==> config.mk <==
export PLATFORM = sky130hd
export DESIGN_NAME = round_robin_thread_picker
export DESIGN_NICKNAME = d
export VERILOG_FILES = /design/src/hdl/rrtp_pkg.sv /design/src/hdl/rrtp_ram.sv /design/src/hdl/round_robin_thread_picker.sv
export SDC_FILE = /design/constraint.sdc
export NUM_CORES = 1
export LEC_CHECK = 0
export BUFFER_PORTS_ARGS = -buffer_cell sky130_fd_sc_hd__buf_2
export CORE_MARGIN = 5
export CORE_UTILIZATION = 35
export DETAILED_ROUTE_END_ITERATION = 12
export HOLD_SLACK_MARGIN = 0.05
export MAX_ROUTING_LAYER = met4
export PLACE_DENSITY = 0.51
export SYNTH_ARGS = -nofsm -noshare
export SYNTH_HDL_FRONTEND = slang
export SYNTH_SLANG_ARGS = --single-unit
==> constraint.sdc <==
create_clock -name clk -period 9.5 [get_ports clk]
set_input_delay 0.475 -clock clk [delete_from_list [all_inputs] [get_ports clk]]
set_output_delay 0.475 -clock clk [all_outputs]
set_load 0.02 [all_outputs]
==> src/hdl/rrtp_pkg.sv <==
package rrtp_pkg;

  // Request kinds carried in tuser of the input channel
  localparam logic [1:0] KIND_ADD    = 2'd0;
  localparam logic [1:0] KIND_UPDATE = 2'd1;
  localparam logic [1:0] KIND_PICK   = 2'd2;

  // Result codes carried in tuser of the output channel
  localparam logic [2:0] RC_PICKED = 3'd0;
  localparam logic [2:0] RC_IDLE   = 3'd1;
  localparam logic [2:0] RC_ALARM  = 3'd2;
  localparam logic [2:0] RC_ACK    = 3'd3;
  localparam logic [2:0] RC_ERROR  = 3'd4;

  // Thread run states
  localparam logic [2:0] RS_RUNNABLE   = 3'd0;
  localparam logic [2:0] RS_SYSCALL    = 3'd1;
  localparam logic [2:0] RS_BLOCKED    = 3'd2;
  localparam logic [2:0] RS_SYS_BLOCK  = 3'd3;

  // Width of a semaphore index compare against the semaphore count
  localparam int SEMA_CMP_W = 7;

  // One slot table entry; wait_code bit 4 = waiting, bits 3..0 = semaphore
  typedef struct packed {
    logic [2:0]  status;
    logic [4:0]  wait_code;
    logic [31:0] alarm;
  } slot_entry_t;

  localparam int ENTRY_W = $bits(slot_entry_t);

endpackage

==> src/hdl/rrtp_ram.sv <==
module rrtp_ram #(
  parameter int WIDTH = 40,
  parameter int DEPTH = 16
) (
  input  logic                                        clk,
  input  logic                                        we,
  input  logic [((DEPTH > 1) ? $clog2(DEPTH) : 1)-1:0] waddr,
  input  logic [WIDTH-1:0]                            wdata,
  input  logic [((DEPTH > 1) ? $clog2(DEPTH) : 1)-1:0] raddr,
  output logic [WIDTH-1:0]                            rdata
);

  logic [WIDTH-1:0] mem [DEPTH];

  always_ff @(posedge clk) begin
    if (we) begin
      mem[waddr] <= wdata;
    end
    rdata <= mem[raddr];
  end

endmodule

==> src/hdl/round_robin_thread_picker.sv <==
// Round-robin thread picker. Keeps a table of MAX_SLOTS thread slots (run
// state, alarm tick, optional semaphore wait) in a single RAM with a
// registered read port. Requests arrive on the in_ stream, the kind in
// in_tuser: add appends a slot, update rewrites one, pick walks the table
// round-robin from the slot after the last pick, fires expired alarms on the
// way (alarm != 0 and alarm <= now_tick), wakes blocked slots whose semaphore
// is flagged in sema_ready_mask, and stops at the first runnable slot or
// reports idle after one full circle. Each request yields one or more
// results on the out_ stream; out_tlast marks the final result of a request.
// An add or update goes from accept to a pending result and from there into
// the output register. A pick reads the RAM for each visited slot, then
// evaluates it on the shared alarm comparator, and passes each result
// through the output register. One request is in flight at a time; in_tready
// drops from accept until the last result is loaded into the output
// register. The slot table is not cleared at reset: a slot is read only
// after an add has written it.
module round_robin_thread_picker
  import rrtp_pkg::*;
#(
  parameter int MAX_SLOTS = 16,
  parameter int NUM_SEMAS = 16
) (
  input  logic        clk,
  input  logic        rst_n,
  input  logic        in_tvalid,
  output logic        in_tready,
  // in_tdata, low bit up: slot_index[3:0], run_state[6:4], waits_on_sema[7],
  // sema_index[11:8], alarm_time[43:12], now_tick[75:44],
  // sema_ready_mask[91:76], zero fill
  input  logic [95:0] in_tdata,
  // in_tuser: kind[1:0]
  input  logic [1:0]  in_tuser,
  output logic        out_tvalid,
  input  logic        out_tready,
  // out_tdata, low bit up: out_slot[3:0], fired_alarm_time[35:4],
  // out_run_state[38:36], zero fill
  output logic [39:0] out_tdata,
  // out_tuser: result_code[2:0]
  output logic [2:0]  out_tuser,
  // out_tlast: last_of_run
  output logic        out_tlast
);

  localparam int SW   = (MAX_SLOTS > 1) ? $clog2(MAX_SLOTS) : 1;
  localparam int CW   = $clog2(MAX_SLOTS + 1);
  localparam int CMPW = (CW > 4) ? CW : 4;

  typedef enum logic [3:0] {
    S_IDLE = 4'b0001,
    S_RD   = 4'b0010,
    S_EVAL = 4'b0100,
    S_RESP = 4'b1000
  } state_t;

  // What follows once the pending result is taken
  typedef enum logic [1:0] {
    POST_NONE = 2'd0,
    POST_PICK = 2'd1,
    POST_ADV  = 2'd2
  } post_t;

  // Unpack the request
  logic [3:0]  req_slot;
  logic [2:0]  req_rs;
  logic        req_waits;
  logic [3:0]  req_sema;
  logic [31:0] req_alarm;
  logic [31:0] req_now;
  logic [15:0] req_mask;

  assign req_slot  = in_tdata[3:0];
  assign req_rs    = in_tdata[6:4];
  assign req_waits = in_tdata[7];
  assign req_sema  = in_tdata[11:8];
  assign req_alarm = in_tdata[43:12];
  assign req_now   = in_tdata[75:44];
  assign req_mask  = in_tdata[91:76];

  state_t          state_r, state_nxt;
  post_t           post_r, post_nxt;
  logic [CW-1:0]   slot_count_r, slot_count_nxt;
  logic [SW-1:0]   last_pick_r, last_pick_nxt;
  logic            lp_valid_r, lp_valid_nxt;
  logic [SW-1:0]   cur_r, cur_nxt;
  logic [CW-1:0]   vis_r, vis_nxt;
  logic [31:0]     now_r, now_nxt;
  logic [15:0]     mask_r, mask_nxt;
  logic [2:0]      pick_rs_r, pick_rs_nxt;

  // Pending result
  logic [2:0]      rsp_code_r, rsp_code_nxt;
  logic [3:0]      rsp_slot_r, rsp_slot_nxt;
  logic [31:0]     rsp_alarm_r, rsp_alarm_nxt;
  logic [2:0]      rsp_rs_r, rsp_rs_nxt;
  logic            rsp_last_r, rsp_last_nxt;

  // Output register
  logic            out_tvalid_r, out_tvalid_nxt;
  logic [39:0]     out_tdata_r, out_tdata_nxt;
  logic [2:0]      out_tuser_r, out_tuser_nxt;
  logic            out_tlast_r, out_tlast_nxt;
  logic            out_free;

  // Slot table
  logic            ram_we;
  logic [SW-1:0]   ram_waddr;
  slot_entry_t     ram_wentry;
  logic [ENTRY_W-1:0] ram_rdata;
  slot_entry_t     ent;

  // Walk helpers
  logic [CW-1:0]   lp_inc;
  logic [SW-1:0]   start_cur;
  logic            walk_done;
  logic            fire;
  logic            runnable;
  logic            blocked;
  logic            sema_ok;
  logic            wake;
  logic [2:0]      woken_st;
  logic [2:0]      stop_rs;

  assign in_tready = (state_r == S_IDLE);
  assign out_free  = !out_tvalid_r || out_tready;

  assign out_tvalid = out_tvalid_r;
  assign out_tdata  = out_tdata_r;
  assign out_tuser  = out_tuser_r;
  assign out_tlast  = out_tlast_r;

  rrtp_ram #(
    .WIDTH (ENTRY_W),
    .DEPTH (MAX_SLOTS)
  ) u_slot_ram (
    .clk   (clk),
    .we    (ram_we),
    .waddr (ram_waddr),
    .wdata (ram_wentry),
    .raddr (cur_r),
    .rdata (ram_rdata)
  );

  assign ent = slot_entry_t'(ram_rdata);

  // Next slot of the circle: wrap to zero at the fill mark or before any pick
  assign lp_inc    = CW'(last_pick_r) + CW'(1);
  assign start_cur = (!lp_valid_r || (lp_inc >= slot_count_r)) ? '0 : SW'(lp_inc);
  assign walk_done = (vis_r >= slot_count_r);

  // Shared compare unit: alarm against the current tick, one slot per pass
  assign fire     = (ent.alarm != 32'd0) && (ent.alarm <= now_r);
  assign runnable = (ent.status == RS_RUNNABLE) || (ent.status == RS_SYSCALL);
  assign blocked  = (ent.status == RS_BLOCKED) || (ent.status == RS_SYS_BLOCK);
  // A semaphore index at or beyond the configured count never reads as ready
  assign sema_ok  = (SEMA_CMP_W'(ent.wait_code[3:0]) < SEMA_CMP_W'(NUM_SEMAS)) &&
                    mask_r[ent.wait_code[3:0]];
  assign wake     = blocked && ent.wait_code[4] && sema_ok;
  assign woken_st = (ent.status == RS_BLOCKED) ? RS_RUNNABLE : RS_SYSCALL;
  assign stop_rs  = wake ? woken_st : ent.status;

  always_comb begin
    state_nxt      = state_r;
    post_nxt       = post_r;
    slot_count_nxt = slot_count_r;
    last_pick_nxt  = last_pick_r;
    lp_valid_nxt   = lp_valid_r;
    cur_nxt        = cur_r;
    vis_nxt        = vis_r;
    now_nxt        = now_r;
    mask_nxt       = mask_r;
    pick_rs_nxt    = pick_rs_r;
    rsp_code_nxt   = rsp_code_r;
    rsp_slot_nxt   = rsp_slot_r;
    rsp_alarm_nxt  = rsp_alarm_r;
    rsp_rs_nxt     = rsp_rs_r;
    rsp_last_nxt   = rsp_last_r;
    out_tvalid_nxt = out_tvalid_r && !out_tready;
    out_tdata_nxt  = out_tdata_r;
    out_tuser_nxt  = out_tuser_r;
    out_tlast_nxt  = out_tlast_r;
    ram_we         = 1'b0;
    ram_waddr      = SW'(slot_count_r);
    ram_wentry     = '{status: req_rs, wait_code: {req_waits, req_sema}, alarm: req_alarm};

    case (state_r)
      S_IDLE: begin
        if (in_tvalid) begin
          now_nxt       = req_now;
          mask_nxt      = req_mask;
          post_nxt      = POST_NONE;
          rsp_code_nxt  = RC_ERROR;
          rsp_slot_nxt  = '0;
          rsp_alarm_nxt = '0;
          rsp_rs_nxt    = '0;
          rsp_last_nxt  = 1'b1;
          state_nxt     = S_RESP;
          case (in_tuser)
            KIND_ADD: begin
              if (slot_count_r < CW'(MAX_SLOTS)) begin
                ram_we         = 1'b1;
                ram_waddr      = SW'(slot_count_r);
                rsp_code_nxt   = RC_ACK;
                rsp_slot_nxt   = 4'(slot_count_r);
                slot_count_nxt = slot_count_r + CW'(1);
              end
            end
            KIND_UPDATE: begin
              if (CMPW'(req_slot) < CMPW'(slot_count_r)) begin
                ram_we       = 1'b1;
                ram_waddr    = SW'(req_slot);
                rsp_code_nxt = RC_ACK;
                rsp_slot_nxt = req_slot;
              end
            end
            KIND_PICK: begin
              if (slot_count_r != '0) begin
                cur_nxt       = start_cur;
                last_pick_nxt = start_cur;
                lp_valid_nxt  = 1'b1;
                vis_nxt       = CW'(1);
                state_nxt     = S_RD;
              end
            end
            default: begin
              rsp_code_nxt = RC_ERROR;
            end
          endcase
        end
      end

      S_RD: begin
        // RAM read of cur_r is under way
        state_nxt = S_EVAL;
      end

      S_EVAL: begin
        // Write back a cleared alarm and any wake-up in one go
        if (fire || wake) begin
          ram_we     = 1'b1;
          ram_waddr  = cur_r;
          ram_wentry = '{status:    stop_rs,
                         wait_code: wake ? 5'd0 : ent.wait_code,
                         alarm:     fire ? 32'd0 : ent.alarm};
        end
        pick_rs_nxt = stop_rs;
        if (fire) begin
          rsp_code_nxt  = RC_ALARM;
          rsp_slot_nxt  = 4'(cur_r);
          rsp_alarm_nxt = ent.alarm;
          rsp_rs_nxt    = '0;
          rsp_last_nxt  = 1'b0;
          post_nxt      = (runnable || wake) ? POST_PICK : POST_ADV;
          state_nxt     = S_RESP;
        end else if (runnable || wake) begin
          rsp_code_nxt  = RC_PICKED;
          rsp_slot_nxt  = 4'(cur_r);
          rsp_alarm_nxt = '0;
          rsp_rs_nxt    = stop_rs;
          rsp_last_nxt  = 1'b1;
          post_nxt      = POST_NONE;
          state_nxt     = S_RESP;
        end else if (walk_done) begin
          rsp_code_nxt  = RC_IDLE;
          rsp_slot_nxt  = '0;
          rsp_alarm_nxt = '0;
          rsp_rs_nxt    = '0;
          rsp_last_nxt  = 1'b1;
          post_nxt      = POST_NONE;
          state_nxt     = S_RESP;
        end else begin
          cur_nxt       = start_cur;
          last_pick_nxt = start_cur;
          vis_nxt       = vis_r + CW'(1);
          state_nxt     = S_RD;
        end
      end

      S_RESP: begin
        if (out_free) begin
          out_tvalid_nxt = 1'b1;
          out_tdata_nxt  = {1'b0, rsp_rs_r, rsp_alarm_r, rsp_slot_r};
          out_tuser_nxt  = rsp_code_r;
          out_tlast_nxt  = rsp_last_r;
          case (post_r)
            POST_PICK: begin
              rsp_code_nxt  = RC_PICKED;
              rsp_slot_nxt  = 4'(cur_r);
              rsp_alarm_nxt = '0;
              rsp_rs_nxt    = pick_rs_r;
              rsp_last_nxt  = 1'b1;
              post_nxt      = POST_NONE;
            end
            POST_ADV: begin
              if (walk_done) begin
                rsp_code_nxt  = RC_IDLE;
                rsp_slot_nxt  = '0;
                rsp_alarm_nxt = '0;
                rsp_rs_nxt    = '0;
                rsp_last_nxt  = 1'b1;
                post_nxt      = POST_NONE;
              end else begin
                cur_nxt       = start_cur;
                last_pick_nxt = start_cur;
                vis_nxt       = vis_r + CW'(1);
                state_nxt     = S_RD;
              end
            end
            default: begin
              state_nxt = S_IDLE;
            end
          endcase
        end
      end

      default: begin
        state_nxt = S_IDLE;
      end
    endcase
  end

  always_ff @(posedge clk) begin
    if (!rst_n) begin
      state_r      <= S_IDLE;
      post_r       <= POST_NONE;
      slot_count_r <= '0;
      last_pick_r  <= '0;
      lp_valid_r   <= 1'b0;
      out_tvalid_r <= 1'b0;
    end else begin
      state_r      <= state_nxt;
      post_r       <= post_nxt;
      slot_count_r <= slot_count_nxt;
      last_pick_r  <= last_pick_nxt;
      lp_valid_r   <= lp_valid_nxt;
      out_tvalid_r <= out_tvalid_nxt;
    end
  end

  // Payload: no reset
  always_ff @(posedge clk) begin
    cur_r       <= cur_nxt;
    vis_r       <= vis_nxt;
    now_r       <= now_nxt;
    mask_r      <= mask_nxt;
    pick_rs_r   <= pick_rs_nxt;
    rsp_code_r  <= rsp_code_nxt;
    rsp_slot_r  <= rsp_slot_nxt;
    rsp_alarm_r <= rsp_alarm_nxt;
    rsp_rs_r    <= rsp_rs_nxt;
    rsp_last_r  <= rsp_last_nxt;
    out_tdata_r <= out_tdata_nxt;
    out_tuser_r <= out_tuser_nxt;
    out_tlast_r <= out_tlast_nxt;
  end

  // A walk never visits more slots than the table holds
  assert property (@(posedge clk) disable iff (!rst_n)
    (state_r == S_RD) |-> ((vis_r != '0) && (vis_r <= slot_count_r) && lp_valid_r))
    else $error("pick walk visit count out of range");

  // An alarm result is always followed by another result of the same request
  assert property (@(posedge clk) disable iff (!rst_n)
    (out_tvalid_r && (out_tuser_r == RC_ALARM)) |-> !out_tlast_r)
    else $error("alarm result marked last");

  // Pick, idle, ack and error results close their request
  assert property (@(posedge clk) disable iff (!rst_n)
    (out_tvalid_r && (out_tuser_r != RC_ALARM)) |-> out_tlast_r)
    else $error("closing result not marked last");

  // A walk never goes from evaluating a slot straight back to idle
  assert property (@(posedge clk) disable iff (!rst_n)
    (state_r == S_EVAL) |=> (state_r != S_IDLE))
    else $error("walk returned to idle without a result");

endmodule
==> results.toml <==
[timing]
period_share_pct = 51.9
setup_viol = 0
slew_violations = 0
finalCriticalPeriod_ns = 4.93
maxSlewHeadroom_pct = 26.6
tightest_slew_ns = 1.10
hold_violations = 0
setup_tns_ns = 0
hold_ws_ns = 0.195
max_freq_ghz = 0.203
rsz0062_at_grt = "false"
clock_skew_ns = 0.0219
timing.final.ws_setup_ns = 4.57

[global_routing]
grt-ovfl-total = 0
grt_pass1_vias = 17403
grt_max_degree = 150
grt_antenna_before_repair = 1
grt_first_pass_wirelength_um = 122000
grt_util_all_layers_pct = 17.4

[yosys]
synth.most_common_cell = "edfxtp_1"
synth.top_cell.area_share_pct = 72.1
synth_area_per_cell_um2 = 20.9
synth_nets = 1721
synth_common_cells = "786 x edfxtp_1, 202 x mux4_2, 73 x a22o_1"
syn_inst = 1570
ys_ff_latch = 843
ys.flop_type = "edfxtp_1"
async_flop_share_pct = 0
ys_seq_area_share_pct = 75.6
yosysTopAreaCell = "edfxtp_1"
synth_area_leaders = "edfxtp_1 72%, mux4_2 14%, dfxtp_1 3.5%"
synth_edf_count = 786
synth_cell_type_count = 63
syn_area_um2 = 32800
synth_warnings = 0

[floorplanning]
core-area_um2 = 93000
die_h_um = 316
start_util_pct = 35.2
dieArea_um2 = 99800
ios = 148
chipWidth_um = 316
rows = 112

[setup_path]
end_kind = "register"
cp_max_fo = 38
start_kind = "register"
critPathKind = "reg -> reg"
r2r_setup_slack_ns = 4.57
required_ns = 9.75
cp.arrival_ns = 5.17

[route]
remaining_drc_errors = 0
firstDrtPassIters = 7
final_antenna_net_count = 0
viasPerCell = 5.34
vias = 16766
wire_per_inst_um = 27.0
drt_iter0_drc = 1584
wl_um = 85000

[place]
dpl-instance-area_um2 = 35100
portBuffers = 142
place_inst = 2924
place_congestion = 0.795
dpl.hpwl_um = 43900
pre_cts_ws_ns = 4.56

[clocking]
clock-root-buffer = "clkbuf_16"
cts-resized-gates = 0
clkTransAtPathRegs_ns = 0.06
numClockSinks = 843
cts_buffer_depth = 3
cts_buffers = 91
htree_levels = 3
cts_setup_buffers = 0
cts_tree = "done"
clk_latency_ns = 0.64

[cells_and_area]
n_fill_cell = 8225
synthToLayoutAreaGrowth_pct = 17.6
nets = 1963
diodes = 0
stdcell_area_um2 = 38500
layout.cells.non_filler = 3142
final_util_pct = 41.4
drive_gt1_share_pct = 28.5

[pwr]
ir_worst_vdd_mv = 0.127
p_sw_mw = 1.61
p_leak_nw = 12.6
p_per_area_nw_per_um2 = 205
power.share.sequential_pct = 53.0
comb_power_share_pct = 3.2
p_total_mw = 7.88
clock_power_share_pct = 43.8
swShare_pct = 20.5
internal-power_mw = 6.27

[min_path]
hp-class = "in -> reg"

[run_status]
status = "completed"

[job]
cap_violations = 0
## worst max-delay path, stage by stage (launching register included)
cell	delay, ns
dfxtp_1	0.40
ha_1	0.36
nand4_1	0.40
a2111oi_0	0.80
o41ai_1	0.16
buf_4	0.20
a21boi_2	0.32
nand2b_2	0.23
a31o_2	0.41
nor3b_2	0.43
buf_4	0.73
## what timing repair did
item | CTS | global route
hold buffers | 49 | 0
endpoints found under the setup margin | 0 | 0
hold endpoints to repair | 49 | 0
## layout make-up
cell class	count	area (um^2)	share of cell area, %
timing repair buffer	223	1450	3.77
tap	1254	1570	4.07
inverter	50	188	0.487
clock inverter	41	317	0.822
sequential	843	24700	64.2
multi-input combinational	603	7630	19.8
clock buffer	128	2610	6.78
## cell usage in the layout, fill, tap and decap left out, types with 5 or more instances in the layout
cell type / count
a21o_1: 6
a21oi_1: 28
a22o_1: 73
a22oi_1: 7
and3b_4: 5
buf_2: 142
buf_4: 31
bufinv_16: 5
clkbuf_1: 22
clkbuf_16: 95
clkbuf_8: 11
clkinv_1: 18
clkinv_2: 17
dfxtp_1: 57
dlygate4sd3_1: 49
edfxtp_1: 786
ha_1: 49
inv_1: 48
mux2i_1: 7
mux4_2: 202
nand2_1: 26
nand2b_1: 7
nand3_1: 10
nand4_1: 14
nor2_1: 33
nor2b_1: 9
nor3_1: 12
nor3b_2: 7
nor4_1: 11
o21ai_0: 19
xnor2_1: 5
## flip-flops by register name, indices dropped and copies added (netlist names), 4 cells and up
name,flops
cur_r,4
last_pick_r,4
mask_r,16
now_r,32
out_tdata,39
rsp_alarm_r,32
rsp_slot_r,4
slot_count_r,5
state_r,4
u_slot_ram.mem,640
u_slot_ram.rdata,40
vis_r,5
## final timing paths
kind / from / to / cells past startpoint
min: out_tready / out_tvalid / 4
max: u_slot_ram.rdata[15] / u_slot_ram.mem[7][27] / 10
max reg2reg: u_slot_ram.rdata[15] / u_slot_ram.mem[7][27] / 10
min reg2reg: rsp_alarm_r[23] / out_tdata[27] / 0
## power groups by stage
stage	Combinational [mW]	Sequential, mW	Clock, mW
floorplan	0.131	4.24	0
global placement	0.230	4.25	0
detailed placement	0.240	4.25	0
CTS	0.256	4.18	3.54
global route	0.277	4.18	3.71
finish	0.253	4.18	3.45
## logic make-up after synthesis
group                    Yosys count  synth area share (%)
flip-flops                       843                  75.6
buffers and inverters            124                  1.50
XOR/XNOR                           9                 0.241
AO/OA/AOI/OAI                    175                  4.09
adder cells (fa/ha/maj)           49                  1.87
AND/OR/NAND/NOR                  158                  2.56
multiplexers                     211                  14.2
other                              1                0.0115
## layer usage
metal	GRT usage [%]	wire, um	vias to the layer above
li1	-	-	7075
met2	27.2	40400	561
met5	-	0	-
met4	4.11	1510	0
met1	24.2	37700	9023
met3	3.08	5370	107
Power figures use the tool's default switching activity.
